--- config.mk ---
export PLATFORM = sky130hd
export DESIGN_NAME = number_to_ascii_formatter_core
export DESIGN_NICKNAME = d
export VERILOG_FILES = /design/src/sv/nta_pkg.sv /design/src/sv/number_to_ascii_formatter_core.sv /design/src/sv/nta_bcd_conv.sv
export SDC_FILE = /design/constraint.sdc
export NUM_CORES = 1
export LEC_CHECK = 0
export BUFFER_PORTS_ARGS = -buffer_cell sky130_fd_sc_hd__buf_2
export CORE_UTILIZATION = 66
export CTS_CLUSTER_SIZE = 24
export DETAILED_ROUTE_END_ITERATION = 16
export PLACE_DENSITY = 0.84
export SYNTH_ARGS = -nofsm -noshare
export SYNTH_HDL_FRONTEND = slang
export SYNTH_SLANG_ARGS = --single-unit
--- constraint.sdc ---
create_clock -name clk -period 4.9 [get_ports clk]
set_input_delay 0.735 -clock clk [delete_from_list [all_inputs] [get_ports clk]]
set_output_delay 0.735 -clock clk [all_outputs]
set_load 0.005 [all_outputs]
--- src/sv/nta_pkg.sv ---
package nta_pkg;

  // Format selector codes carried in the kind field
  localparam logic [1:0] KIND_UDEC = 2'd0;
  localparam logic [1:0] KIND_SDEC = 2'd1;
  localparam logic [1:0] KIND_HEX  = 2'd2;

  // Binary and BCD sizes
  localparam int VALUE_W  = 32;
  localparam int DIGITS   = 10;
  localparam int BCD_W    = 4 * DIGITS;
  localparam int STEP_W   = 5;
  localparam logic [STEP_W-1:0] LAST_STEP = STEP_W'(VALUE_W - 1);

  // Fixed characters
  localparam logic [7:0] CH_ZERO  = 8'h30;
  localparam logic [7:0] CH_X     = 8'h78;
  localparam logic [7:0] CH_MINUS = 8'h2D;

  localparam logic [15:0][7:0] HEX_DIGITS = {
    8'h46, 8'h45, 8'h44, 8'h43, 8'h42, 8'h41, 8'h39, 8'h38,
    8'h37, 8'h36, 8'h35, 8'h34, 8'h33, 8'h32, 8'h31, 8'h30
  };

  typedef struct packed {
    logic [1:0]         kind;
    logic [VALUE_W-1:0] value;
  } nta_req_t;

  typedef struct packed {
    logic [7:0] character;
    logic       last;
  } nta_rsp_t;

  // Status of the BCD converter as seen by the sequencer
  typedef struct packed {
    logic busy;
    logic done;
  } bcd_stat_t;

  typedef enum logic [1:0] {
    ST_IDLE,
    ST_CONV,
    ST_EMIT
  } nta_state_t;

  function automatic logic [7:0] hex_char(input logic [3:0] nib);
    return HEX_DIGITS[nib];
  endfunction

endpackage

--- src/sv/number_to_ascii_formatter_core.sv ---
// Hex items go from accept straight to the character steps; decimal items first
// pass through the shift-add-3 BCD converter, which shifts in all 32 value bits,
// then its digits are loaded. Throughput: one character per cycle once started
// while rsp_ready allows; the next item is taken after the last word is loaded.
// Reset (rst, synchronous, active high) returns the sequencer to idle and empties
// the output register; no other state is kept between items.
module number_to_ascii_formatter_core (
  input  logic              clk,
  input  logic              rst,
  input  logic              req_valid,
  output logic              req_ready,
  input  nta_pkg::nta_req_t req,
  output logic              rsp_valid,
  input  logic              rsp_ready,
  output nta_pkg::nta_rsp_t rsp
);
  import nta_pkg::*;

  nta_state_t         state;
  nta_state_t         state_next;
  logic [BCD_W-1:0]   work;
  logic [3:0]         idx;
  logic [1:0]         pre;
  logic               hex_mode;
  logic               conv_start;
  logic               load;
  logic [VALUE_W-1:0] mag;
  logic [BCD_W-1:0]   bcd;
  bcd_stat_t          conv_stat;
  logic [3:0]         msd;
  logic [7:0]         char_val;
  logic               char_last;

  // Magnitude for the converter
  always_comb begin
    if (req.kind == KIND_SDEC && req.value[VALUE_W-1]) begin
      mag = '0 - req.value;
    end else begin
      mag = req.value;
    end
  end

  nta_bcd_conv u_conv (
    .clk   (clk),
    .rst   (rst),
    .start (conv_start),
    .bin   (mag),
    .stat  (conv_stat),
    .bcd   (bcd)
  );

  // Locate the most significant nonzero digit
  always_comb begin
    msd = 4'd0;
    for (int i = 0; i < DIGITS; i++) begin
      if (bcd[4*i +: 4] != 4'd0) begin
        msd = 4'(i);
      end
    end
  end

  // Select the current character
  always_comb begin
    if (pre == 2'd2) begin
      char_val = CH_ZERO;
    end else if (pre == 2'd1) begin
      char_val = hex_mode ? CH_X : CH_MINUS;
    end else begin
      char_val = hex_char(work[{idx, 2'b00} +: 4]);
    end
    char_last = (pre == 2'd0) && (idx == 4'd0);
  end

  // Next state
  always_comb begin
    state_next = state;
    case (state)
      ST_IDLE: begin
        if (req_valid) begin
          if (req.kind == KIND_HEX) begin
            state_next = ST_EMIT;
          end else if (req.kind inside {KIND_UDEC, KIND_SDEC}) begin
            state_next = ST_CONV;
          end
        end
      end
      ST_CONV: begin
        if (conv_stat.done) begin
          state_next = ST_EMIT;
        end
      end
      ST_EMIT: begin
        if (load && char_last) begin
          state_next = ST_IDLE;
        end
      end
      default: state_next = ST_IDLE;
    endcase
  end

  // Sequencer outputs
  always_comb begin
    req_ready  = 1'b0;
    conv_start = 1'b0;
    load       = 1'b0;
    case (state)
      ST_IDLE: begin
        req_ready  = 1'b1;
        conv_start = req_valid && (req.kind inside {KIND_UDEC, KIND_SDEC});
      end
      ST_EMIT: begin
        load = !rsp_valid || rsp_ready;
      end
      default: begin
        req_ready = 1'b0;
      end
    endcase
  end

  always_ff @(posedge clk) begin
    if (rst) begin
      state <= ST_IDLE;
    end else begin
      state <= state_next;
    end
  end

  // Capture the item, then the digits, then step through the text
  always_ff @(posedge clk) begin
    if (state == ST_IDLE && req_valid) begin
      hex_mode <= (req.kind == KIND_HEX);
      if (req.kind == KIND_HEX) begin
        work <= {{(BCD_W-VALUE_W){1'b0}}, req.value};
        idx  <= 4'd7;
        pre  <= 2'd2;
      end else begin
        pre  <= {1'b0, (req.kind == KIND_SDEC) && req.value[VALUE_W-1]};
      end
    end else if (state == ST_CONV && conv_stat.done) begin
      work <= bcd;
      idx  <= msd;
    end else if (load && !char_last) begin
      if (pre != 2'd0) begin
        pre <= pre - 2'd1;
      end else begin
        idx <= idx - 4'd1;
      end
    end
  end

  // Output register: hold until taken
  always_ff @(posedge clk) begin
    if (rst) begin
      rsp_valid <= 1'b0;
    end else if (load) begin
      rsp_valid <= 1'b1;
    end else if (rsp_ready) begin
      rsp_valid <= 1'b0;
    end
  end

  always_ff @(posedge clk) begin
    if (load) begin
      rsp.character <= char_val;
      rsp.last      <= char_last;
    end
  end

`ifndef SYNTHESIS
  a_start_idle: assert property (@(posedge clk) disable iff (rst)
    conv_start |-> !conv_stat.busy)
    else $error("converter started while busy");

  a_done_in_conv: assert property (@(posedge clk) disable iff (rst)
    conv_stat.done |-> state == ST_CONV)
    else $error("converter done outside conversion state");

  a_idx_range: assert property (@(posedge clk) disable iff (rst)
    state == ST_EMIT |-> idx <= 4'd9)
    else $error("digit index out of range");

  a_last_idle: assert property (@(posedge clk) disable iff (rst)
    load && char_last |=> state == ST_IDLE)
    else $error("sequencer did not return to idle after last word");

  a_ready_free: assert property (@(posedge clk) disable iff (rst)
    req_ready |-> !conv_stat.busy)
    else $error("ready while converter busy");
`endif

endmodule

--- src/sv/nta_bcd_conv.sv ---
module nta_bcd_conv (
  input  logic                         clk,
  input  logic                         rst,
  input  logic                         start,
  input  logic [nta_pkg::VALUE_W-1:0]  bin,
  output nta_pkg::bcd_stat_t           stat,
  output logic [nta_pkg::BCD_W-1:0]    bcd
);
  import nta_pkg::*;

  logic [VALUE_W-1:0] shreg;
  logic [STEP_W-1:0]  step;
  logic               busy;
  logic               done;
  logic [BCD_W-1:0]   adj;

  // Add three to every digit of five or more before the shift
  always_comb begin
    for (int i = 0; i < DIGITS; i++) begin
      if (bcd[4*i +: 4] >= 4'd5) begin
        adj[4*i +: 4] = bcd[4*i +: 4] + 4'd3;
      end else begin
        adj[4*i +: 4] = bcd[4*i +: 4];
      end
    end
  end

  // Control: one binary bit shifted in per cycle
  always_ff @(posedge clk) begin
    if (rst) begin
      busy <= 1'b0;
      done <= 1'b0;
      step <= '0;
    end else begin
      done <= 1'b0;
      if (start) begin
        busy <= 1'b1;
        step <= '0;
      end else if (busy) begin
        step <= step + STEP_W'(1);
        if (step == LAST_STEP) begin
          busy <= 1'b0;
          done <= 1'b1;
        end
      end
    end
  end

  // Datapath: load, then shift binary into the BCD digits
  always_ff @(posedge clk) begin
    if (start) begin
      shreg <= bin;
      bcd   <= '0;
    end else if (busy) begin
      shreg <= {shreg[VALUE_W-2:0], 1'b0};
      bcd   <= {adj[BCD_W-2:0], shreg[VALUE_W-1]};
    end
  end

  assign stat.busy = busy;
  assign stat.done = done;

endmodule

* Yosys cells after proc, flatten, opt, wreduce, memory -nomap -nowiden
Memory sizes are Yosys's and may differ from the RTL's.
Cells that the tools add are included.
** Cells by class
- $add $sub $neg :: 14
- $mul :: 0
- Divide/modulo/power cells :: 0
- Magnitude comparators :: 11
- Eq/ne operators :: 14
- Shift-type cells :: 1
- Muxes and demuxes :: 53
- Bitwise gates (word level) :: 1
- Reduce and logical (&&, ||, !) cells :: 37
** Operators by type and width (count)
- two-way mux 40 bit :: 3
- two-way mux 32 bit :: 3
- two-way mux 4 bit :: 22
- >= comparator 4 x 3 -> 1 bit, second input constant :: 10
- indexed part select 40 x 7 -> 4 bit :: 1
- adder 4 x 2 -> 4 bit, second input constant :: 9
- nonzero test 4 bit :: 9
- subtractor 1 x 32 -> 32 bit, first input constant :: 1
- two-way mux 2 bit :: 10
- two-way mux 8 bit :: 2
- nonzero test 2 bit :: 7
- two-way mux 1 bit :: 10
- inequality test 2 bit, second input constant :: 4
- logical AND 1 bit :: 7
- two-way mux 7 bit :: 1
- == test 2 x 1 -> 1 bit, second input constant :: 3
- == test 2 bit, second input constant :: 3
- zero test 2 bit :: 3
- inequality test 3 bit, second input constant :: 2
- one-hot mux 2 bit (3 select lines) :: 1
- AND reduction 3 bit :: 2
- adder 5 x 1 -> 5 bit, second input constant :: 1
- == test 5 bit, second input constant :: 1
- less-than comparator 4 x 5 -> 1 bit, second input constant :: 1
- other kinds (14) :: 15
** Storage, ports and cells
- Flip-flop bits (word level) :: 138
- Latch bits :: 0
- RAM bits :: 0
- ROM bits :: 128
- Bits of input ports :: 38
- Memories :: 1
** Memories
- (name not given) :: words 16, bits a word 8, rd ports 1, clocked after Yosys merged registers in 0, wr ports 0, line nta_pkg.sv:48 : return HEX_DIGITS[nib];

* Logic depth before layout (Yosys ltp)
Gate-level depths: netlist (run 1).
- Word-level depth :: 12
- Gate-level depth with buffers :: 10

* Hierarchy
A second synthesis (run 1) with hierarchy kept.
** Second synthesis, totals
- Cells, all modules :: 808
- Area, all modules :: 7900.1 µm²
** Modules (own cells, without submodules)
- nta_bcd_conv :: instances 1, cells an instance 397, area an instance 4081.4 µm², sequential area each 1901.8 µm²
- number_to_ascii_formatter_core :: instances 1, cells an instance 411, area an instance 3818.7 µm², sequential area each 1711.6 µm²

* Worst setup path after synthesis (run 1)
No wires, ideal clock.
- Path kind :: input-to-reg
- From :: input req_valid
- To :: register idx[0], enable pin
- Library setup time :: 0.303 ns
- Arrival :: 2.471 ns
- Data required time :: 4.597 ns
- Setup slack :: 2.126 ns
- Stages :: 6
- Cell sequence :: nand2_1 inv_1 clkbuf_1 nand2_1 nand2_1 a31o_2
** Between the ends
- Longest elaborated chain between the ends :: 3
- Elaborated cells on any way between the ends :: 5
- Those cells by class :: eq/ne: 2; reduce/logical: 3
** Ends and longest elaborated chain
- start, declared :: line number_to_ascii_formatter_core.sv:10 : input logic req_valid,
- logical AND 1 bit (*) :: line number_to_ascii_formatter_core.sv:130 : if (state == ST_IDLE && req_valid) begin
- inequality test 3 bit (no source line), or another cell as far along
- AND reduction 3 bit (no source line) (*)
- end signal, assigned :: line number_to_ascii_formatter_core.sv:141 : idx <= msd;
- end signal, assigned :: line number_to_ascii_formatter_core.sv:146 : idx <= idx - 4'd1;
- end, declared :: line number_to_ascii_formatter_core.sv:22 : logic [3:0] idx;
Every way passes the cells marked *; elsewhere a longest branch is shown, timed or not.
A chain may end at the register's enable or synchronous reset.

* Worst setup path after layout (run 1)
- From :: register idx[0]
- To :: register rsp[1] (netlist bit) (data pin)
** Between the ends
- Longest elaborated chain between the ends :: 4
** Ends and longest elaborated chain
- indexed part select 40 x 7 -> 4 bit :: line number_to_ascii_formatter_core.sv:69 : char_val = hex_char(work[{idx, 2'b00} +: 4]);
- memory (16 x 8 bit)
- two-way mux 8 bit (implied by the code) :: line nta_pkg.sv:48
- two-way mux 8 bit :: line number_to_ascii_formatter_core.sv:66 : end else if (pre == 2'd1) begin
- end, declared :: line number_to_ascii_formatter_core.sv:15 : output nta_pkg::nta_rsp_t rsp
No other way between the ends. The select of a mux whose other input is x is not followed.

==> impl_metrics.json, run 1 <==
{
  "gp_congestion": 0.858,
  "status": "completed",
  "r2r_slack_ps": 1980,
  "synth.most_common_cell": "nand2_1",
  "vias": 6150,
  "initial_core_util": 0.684,
  "cp_max_fo": 16,
  "layout-drive-gt1-share": 0.115,
  "yosysWarnings": 0,
  "yosysTopAreaCellShare": 0.348,
  "whs_ps": 510,
  "cp-start-kind": "flop",
  "p_leak_nw": 3.23,
  "synth_nets": 871,
  "finalHoldViolations": 0,
  "syn_area_um2": 7510,
  "path_cells": "mux4_2, a22oi_1, o21a_1, ha_1, mux2i_1, mux2i_1, o21a_1",
  "antenna_found_initial": 1,
  "final_util": 0.763,
  "drtIter0Drc": 710,
  "dp.cells": 957,
  "synth.distinct_cells": 62,
  "die_w_um": 109,
  "synth_edf_count": 87,
  "dpl.hpwl_um": 12300,
  "crit_arrival_ps": 3100,
  "synth_top_area_cell": "edfxtp_1",
  "post_drt_wl_per_cell_um": 18.4,
  "grt_max_degree": 59,
  "clockBufferDepth": 2,
  "max_cap_viol_count": 0,
  "first_pass_iters": 6,
  "cts_root_buf": "clkbuf_16",
  "netlist_instances": 803,
  "die_h_um": 109,
  "overflow": 0,
  "clock_sinks": 137,
  "relSlewSlack": 0.370,
  "critical_path_class": "flop to flop",
  "drc": 0,
  "fmax_ghz": 0.343,
  "core_um2": 11000,
  "syn_avg_cell_area_um2": 9.36,
  "cts_tree": "done",
  "period_share": 0.596,
  "ys_seq_area_frac": 0.481,
  "synthTopCellsByCount": "nand2_1, edfxtp_1, nor2_1",
  "portBuffers": 47,
  "vdd_drop_max_mv": 0.192,
  "cts_buffers": 17,
  "postSynth.asyncResetShare": 0,
  "ys_ff_latch": 137,
  "io_pins": 49,
  "area_growth_pct": 11.6,
  "clkTransAtPathRegs_ps": 60,
  "worst_path_max_delay_cell": "edfxtp_1",
  "grt_pass1_vias": 5677,
  "ys.flop_type": "edfxtp_1",
  "p_per_area_nw_per_um2": 363,
  "synth_area_leaders": "edfxtp_1, dfxtp_1, nand2_1, ha_1, nor2_1",
  "instances_no_fill": 990,
  "grt_usage": 0.323,
  "rsz0062_at_grt": "no",
  "wl_um": 18200,
  "design_area_um2": 8380,
  "min_period_ps": 2920,
  "max_stage_delay_ps": 860,
  "grt_pass1_wl_um": 28400,
  "crit_path_end_kind": "flop",
  "rows": 38,
  "clock_skew_ps": 7.57,
  "worst_slew_pin_slew_ps": 944,
  "cp.required_ps": 5080,
  "finalNetCount": 904,
  "die_area_um2": 11800,
  "hp-class": "flop to flop",
  "drtAntennaViolNets": 0,
  "tns_ps": 0,
  "cts-htree-levels": 4,
  "setup_viol": 0,
  "ctsHoldBuffers": 0,
  "routed_via_density": 6.21,
  "cts_resized": 0,
  "place_area_um2": 7820,
  "maxSlewViolCount": 0,
  "cts_setup_buffers": 0,
  "clk_latency_ps": 420
}
[critical path: cells and delay by family, from the launching register on]
family,cells,cell delay [ps]
compound gates,3,680
fa+ha+maj,1,270
flops,1,860
mux,3,870
[flip-flops by register name, summed over array words and instances (netlist names)]
| register | cells |
|---|---|
| idx | 4 |
| u_conv.step | 5 |
| u_conv.shreg | 32 |
| rsp | 8 |
| pre | 2 |
| state | 2 |
| u_conv.busy | 1 |
| u_conv.done | 1 |
| work | 40 |
| hex_mode | 1 |
| rsp_valid | 1 |
| u_conv.bcd | 40 |
[cell usage in the layout, fill, tap and decap left out, drive strengths merged, types with 4 or more instances in the layout]
cell type / count
nand2: 123
nor2: 87
edfxtp: 87
o21ai: 74
a21oi: 59
buf: 53
dfxtp: 50
inv: 39
ha: 30
xnor2: 27
clkbuf: 25
mux2i: 23
nand3: 19
nor3: 19
nand2b: 18
xor2: 17
mux4: 7
nor3b: 7
a221oi: 5
nor4: 5
clkinv: 5
nor2b: 4
o311ai: 4
and2: 4
a211oi: 4
nand3b: 4
[metal layers]
| layer | global-route usage | wire length, um | vias to the layer above |
|---|---|---|---|
| li1 | - | - | 2891 |
| met1 | 0.432 | 7570 | 2887 |
| met2 | 0.507 | 8660 | 328 |
| met3 | 0.0604 | 1470 | 44 |
| met4 | 0.159 | 521 | 0 |
| met5 | 0 | 0 | - |
[power breakdown]
group | total (mW) | leakage (nW) | internal [mW] | switching [mW]
sequential | 1.38 | 1.22 | 1.33 | 0.0566
clock | 1.22 | 0.285 | 0.743 | 0.476
combinational | 0.445 | 1.72 | 0.163 | 0.283
[worst paths after layout]
kind | from | to | cells after the start
setup / recovery | idx[0]$_SDFFCE_PP1P_ | rsp[1]$_SDFFCE_PN0P_ | 7
hold / removal | u_conv.bcd[39]$_SDFFE_PP0P_ | u_conv.bcd[39]$_SDFFE_PP0P_ | 2
setup reg to reg | idx[0]$_SDFFCE_PP1P_ | rsp[1]$_SDFFCE_PN0P_ | 7
hold reg to reg | u_conv.bcd[39]$_SDFFE_PP0P_ | u_conv.bcd[39]$_SDFFE_PP0P_ | 2
[area by class of cell]
cell class	instances	area, um2
multi-input combinational	590	3610
clock buffer	25	528
inverter	37	139
tap	140	175
timing repair buffer	53	280
clock inverter	7	36.3
fill	660	2600
antenna	1	2.50
sequential	137	3610
[through the flow]
step / setup WS, ps / power (mW)
2_1_floorplan: 2130 / 1.69
3_3_place_gp: 2160 / 1.80
3_5_place_dp: 2000 / 1.83
4_1_cts: 1950 / 3.03
5_1_grt: 1860 / 3.15
6_report: 1980 / 3.05
[cells by family after synthesis]
kind of cell,count (synthesis),share of synthesized area
compound gates,174,0.132
xor+xnor,44,0.0513
fa+ha+maj,30,0.0500
buf+inv,76,0.0398
flops,137,0.481
mux,31,0.0531
other cells,1,0.000499
simple gates,310,0.192
(Power assumes the default switching activity.)
==> inputs of run 2 (changes only) <==
- CORE_UTILIZATION: 66 -> 61
- PLACE_DENSITY: 0.84 -> 0.78
- clock period: 4.9 -> 2.95 ns (I/O delays scaled with it)
==> impl_metrics.json, run 2 (synthesized netlist as in run 1, its figures left out) <==
{
  "status": "completed",
  "min_period_ps": 2530,
  "sw_frac_of_total": 0.257,
  "io_pins": 49,
  "layout_common_cells": "nand2_1, nor2_1, edfxtp_1",
  "cp-start-kind": "flop",
  "grt_usage": 0.281,
  "die_area_um2": 12800,
  "fillers": 876,
  "maxSlewViolCount": 0,
  "cpLargestDelayFamily": "compound AO/OA/AOI/OAI gates",
  "cts_resized": 0,
  "worst_path_max_delay_cell": "edfxtp_1",
  "area_growth_pct": 13.2,
  "clock_skew_ps": 4.35,
  "post_drt_wl_per_cell_um": 17.0,
  "clockBufferDepth": 2,
  "portBuffers": 47,
  "pre_cts_ws_ps": 429,
  "clkTransAtPathRegs_ps": 60,
  "die_h_um": 113,
  "cp.required_ps": 3110,
  "finalHoldViolations": 0,
  "cts_buffers": 17,
  "crit_path_end_kind": "flop",
  "rows": 40,
  "wl_um": 17000,
  "period_share": 0.859,
  "clk_latency_ps": 420,
  "p_clk_frac": 0.420,
  "relSlewSlack": 0.547,
  "fmax_ghz": 0.395,
  "power.internal_mw": 3.88,
  "p_leak_nw": 3.28,
  "cp_max_fo": 7,
  "ff2ff_path_depth": 8,
  "drc": 0,
  "core_um2": 12000,
  "crit_cells": 8,
  "worst_slew_pin_slew_ps": 678,
  "path_buf_inv": 1,
  "first_pass_iters": 6,
  "endpoint": "rsp[2]$_SDFFCE_PP0P_",
  "drtIter0Drc": 808,
  "layout-drive-gt1-share": 0.126,
  "r2r_start": "idx[0]$_SDFFCE_PP1P_",
  "diodes": 0,
  "switching_power_mw": 1.34,
  "whs_ps": 244,
  "overflow": 0,
  "grt_pass1_wl_um": 27700,
  "drtAntennaViolNets": 0,
  "reg_top3": "u_conv.bcd (40), work (40), u_conv.shreg (32)",
  "finalNetCount": 911,
  "tns_ps": 0,
  "crit_start": "idx[0]$_SDFFCE_PP1P_",
  "final_util": 0.708,
  "die_w_um": 113,
  "setup_ws_ps": 416,
  "regArea_um2": 3610,
  "max_cap_viol_count": 0,
  "seqPwrFrac": 0.439,
  "reg2reg_to": "rsp[2]$_SDFFCE_PP0P_",
  "rsz0062_at_grt": "no",
  "dpl.hpwl_um": 11900,
  "antenna_found_initial": 0,
  "routed_via_density": 6.01,
  "r2r_slack_ps": 420,
  "cts_root_buf": "clkbuf_16",
  "max_stage_delay_ps": 570,
  "path_cells": "mux4_2, a22oi_1, o21a_1, inv_1, ha_1, or2_0, a21oi_1, a211oi_1",
  "ctsHoldBuffers": 0,
  "cts_tree": "done",
  "vias": 6027,
  "cts-htree-levels": 4,
  "grt_pass1_vias": 5558,
  "clock_sinks": 137,
  "p_comb_frac": 0.140,
  "gp_congestion": 0.845,
  "multi_input_area_um2": 3610,
  "power_mw": 5.21,
  "initial_core_util": 0.626,
  "vdd_drop_max_mv": 0.444,
  "critical_path_class": "flop to flop",
  "final_common_cell": "nand2_1",
  "setup_viol": 0,
  "grt_max_degree": 58,
  "hp-class": "primary input to flop",
  "crit_arrival_ps": 2700,
  "cts_setup_buffers": 0,
  "p_per_area_nw_per_um2": 613
}
[run 2: cell types whose count changed in the layout (fill, tap and decap cells not counted), moves of 2 or more]
cell and change:
buf_4 +6, inv_4 -2, clkinv_4 +2, bufinv_16 +3
clkinvlp_4 +2, clkbuf_8 -2, clkbuf_1 -2
[run 2: metal layers]
metal,part of all wire,track usage,routed length [um]
met1,0.45,0.393,7610
met5,0,0,0
met4,0.022,0.112,370
met2,0.46,0.437,7840
met3,0.070,0.0498,1190
[run 2: worst min path at each step]
| stage | depth (start not counted) | end | slack [ps] | from |
|---|---|---|---|---|
| 2_1_floorplan | 2 | u_conv.bcd[39]$_SDFFE_PP0P_ | 450 | u_conv.bcd[39]$_SDFFE_PP0P_ |
| 3_3_place_gp | 2 | u_conv.bcd[39]$_SDFFE_PP0P_ | 480 | u_conv.bcd[39]$_SDFFE_PP0P_ |
| 3_5_place_dp | 2 | u_conv.bcd[39]$_SDFFE_PP0P_ | 490 | u_conv.bcd[39]$_SDFFE_PP0P_ |
| 4_1_cts | 2 | state[1]$_SDFFE_PP0P_ | 230 | rst |
| 5_1_grt | 2 | state[1]$_SDFFE_PP0P_ | 250 | rst |
| 6_report | 2 | rsp_valid$_SDFFE_PP0P_ | 240 | rst |
[run 2: power by group through the flow]
stage | clock network, mW | logic, mW | registers, mW
2_1_floorplan | 0 | 0.515 | 2.30
3_3_place_gp | 0 | 0.689 | 2.32
3_5_place_dp | 0 | 0.715 | 2.33
4_1_cts | 2.21 | 0.727 | 2.29
5_1_grt | 2.29 | 0.820 | 2.30
6_report | 2.19 | 0.732 | 2.29
[run 2: layout make-up]
type	instances	area share
Sequential cell	137	0.425
Multi-Input combinational cell	590	0.424
Clock buffer	20	0.0550
Timing Repair Buffer	60	0.0406
Tap cell	147	0.0216
Clock inverter	12	0.0174
Inverter	37	0.0163
[run 2: metrics by stage]
| step | instances | instance area (um2) |
|---|---|---|
| after global placement | 971 | 7890 |
| after detailed placement | 971 | 7890 |
| after floorplan | 803 | 7510 |
| final | 1003 | 8510 |
| after CTS | 1003 | 8510 |
| after global routing | 1003 | 8510 |
[run 2: worst reg2reg max path, cell delays in order (launching register included)]
cell	delay [ps]
edfxtp_1	570
mux4_2	560
a22oi_1	220
o21a_1	220
inv_1	60
ha_1	180
or2_0	240
a21oi_1	170
a211oi_1	60
==> inputs of run 3 (changes only) <==
- PLACE_DENSITY: 0.78 -> 0.77
==> impl_metrics.json, run 3 (synthesized netlist as in run 1, its figures left out) <==
{
  "status": "completed",
  "layout_common_cells": "nand2_1, nor2_1, edfxtp_1",
  "dpl.hpwl_um": 12400,
  "hold_depth": 2,
  "initial_core_util": 0.626,
  "use_met1": 0.397,
  "clock_sinks": 137,
  "switching_power_mw": 1.36,
  "crit_path_end_kind": "flop",
  "grt_pass1_vias": 5566,
  "instances_no_fill": 1003,
  "power.internal_mw": 3.73,
  "crit_cells": 8,
  "p_leak_nw": 3.25,
  "cts_buffers": 17,
  "reg2reg_to": "rsp[1]$_SDFFCE_PN0P_",
  "critical_path_class": "flop to flop",
  "path_cells": "mux4_2, mux2i_1, o22ai_1, inv_1, ha_1, mux2i_1, mux2i_1, o21a_1",
  "diodes": 0,
  "die_w_um": 113,
  "period_share": 0.843,
  "vias": 6039,
  "max_stage_delay_ps": 560,
  "hold_start": "rst",
  "grtUsageMet3": 0.0616,
  "design_area_um2": 8460,
  "layout-drive-gt1-share": 0.124,
  "crit_arrival_ps": 2660,
  "crit_path_frequent_cell": "mux2i_1",
  "vdd_drop_max_mv": 0.385,
  "power_mw": 5.08,
  "cpLargestDelayFamily": "multiplexers",
  "cts_root_buf": "clkbuf_16",
  "drtAntennaViolNets": 0,
  "pre_cts_ws_ps": 436,
  "setup_ws_ps": 464,
  "cp_max_fo": 6,
  "min_period_ps": 2490,
  "worst_path_max_delay_cell": "mux4_2",
  "io_pins": 49,
  "grt_usage": 0.284,
  "overflow": 0,
  "die_area_um2": 12800,
  "fmax_ghz": 0.402,
  "cp-start-kind": "flop",
  "p_per_area_nw_per_um2": 601,
  "cts_setup_buffers": 0,
  "clock_skew_ps": 8.36,
  "finalNetCount": 911,
  "antenna_found_initial": 0,
  "max_cap_viol_count": 0,
  "p_comb_frac": 0.144,
  "worst_slew_pin_slew_ps": 621,
  "maxSlewViolCount": 0,
  "clockBufferDepth": 2,
  "die_h_um": 113,
  "wl_um": 17300,
  "seqPwrFrac": 0.451,
  "drtIter0Drc": 712,
  "r2r_start": "idx[0]$_SDFFCE_PP1P_",
  "place_area_um2": 7880,
  "clk_latency_ps": 420,
  "cts_resized": 0,
  "final_common_cell": "nand2_1",
  "drc": 0,
  "gp_congestion": 0.840,
  "ctsHoldBuffers": 0,
  "r2r_slack_ps": 460,
  "tns_ps": 0,
  "holdPathEnd": "u_conv.busy$_SDFF_PP0_",
  "core_um2": 12000,
  "area_growth_pct": 12.6,
  "routed_via_density": 6.02,
  "ff2ff_path_depth": 8,
  "hp-class": "primary input to flop",
  "sw_frac_of_total": 0.267,
  "rows": 40,
  "relSlewSlack": 0.585,
  "rsz0062_at_grt": "no",
  "path_buf_inv": 1,
  "cts-htree-levels": 4,
  "first_pass_iters": 5,
  "crit_start": "idx[0]$_SDFFCE_PP1P_",
  "portBuffers": 47,
  "cts_tree": "done",
  "setup_viol": 0,
  "grt_pass1_wl_um": 27900,
  "dp.cells": 971,
  "grt_max_degree": 56,
  "cp.required_ps": 3130,
  "grt.busiest_layer": "met2",
  "grt.met2_usage": 0.443,
  "post_drt_wl_per_cell_um": 17.2,
  "reg_top3": "u_conv.bcd (40), work (40), u_conv.shreg (32)",
  "clkTransAtPathRegs_ps": 60,
  "p_clk_frac": 0.405,
  "finalHoldViolations": 0
}
-- run 3: cell types whose count changed in the layout (fill, tap and decap cells not counted), sizes merged --
| cell | before | now |
|---|---|---|
| clkinvlp | 2 | 3 |
| clkbuf | 20 | 24 |
| clkinv | 7 | 3 |
| bufinv | 3 | 0 |
| inv | 37 | 39 |
-- run 3: stage by stage --
stage / hold WS, ps / util
finish: 236 / 0.704
global route: 234 / 0.704
CTS: 229 / 0.704
detailed placement: 498 / 0.656
global placement: 478 / 0.656
floorplan: 453 / -
-- run 3: how the worst max path moves through the flow --
stage,end,slack (ps)
floorplan,idx[0]$_SDFFCE_PP1P_,230
global placement,u_conv.shreg[29]$_DFFE_PP_,500
detailed placement,u_conv.shreg[29]$_DFFE_PP_,440
CTS,rsp[1]$_SDFFCE_PN0P_,470
global route,rsp[1]$_SDFFCE_PN0P_,290
finish,rsp[1]$_SDFFCE_PN0P_,460
-- run 3: layout make-up --
class,instances,area (um2)
Clock buffer,24,526
Inverter,37,139
Clock inverter,8,56.3
Sequential cell,137,3610
Multi-Input combinational cell,590,3610
Fill cell,932,3550
Timing Repair Buffer,60,333
Tap cell,147,184
-- run 3: worst reg2reg max path: cells and delay by family, from the launching register on --
kind                     cells  cell delay (ps)
buffers and inverters        1              110
AO/OA/AOI/OAI                2              340
multiplexers                 4             1010
flip-flops                   1              540
adder cells (fa/ha/maj)      1              250
-- run 3: power groups by stage --
stage | clock network (mW) | registers [mW] | logic (mW)
after floorplan | 0 | 2.30 | 0.515
after global placement | 0 | 2.32 | 0.693
after detailed placement | 0 | 2.33 | 0.724
after CTS | 2.08 | 2.29 | 0.729
after global routing | 2.15 | 2.31 | 0.820
final | 2.06 | 2.29 | 0.732
-- run 3: layer usage --
metal	wire length, um	vias to the layer above	part of all wire
li1	-	2897	-
met1	7680	2848	0.45
met2	7930	268	0.46
met3	1360	26	0.079
met4	285	0	0.017
met5	0	-	0
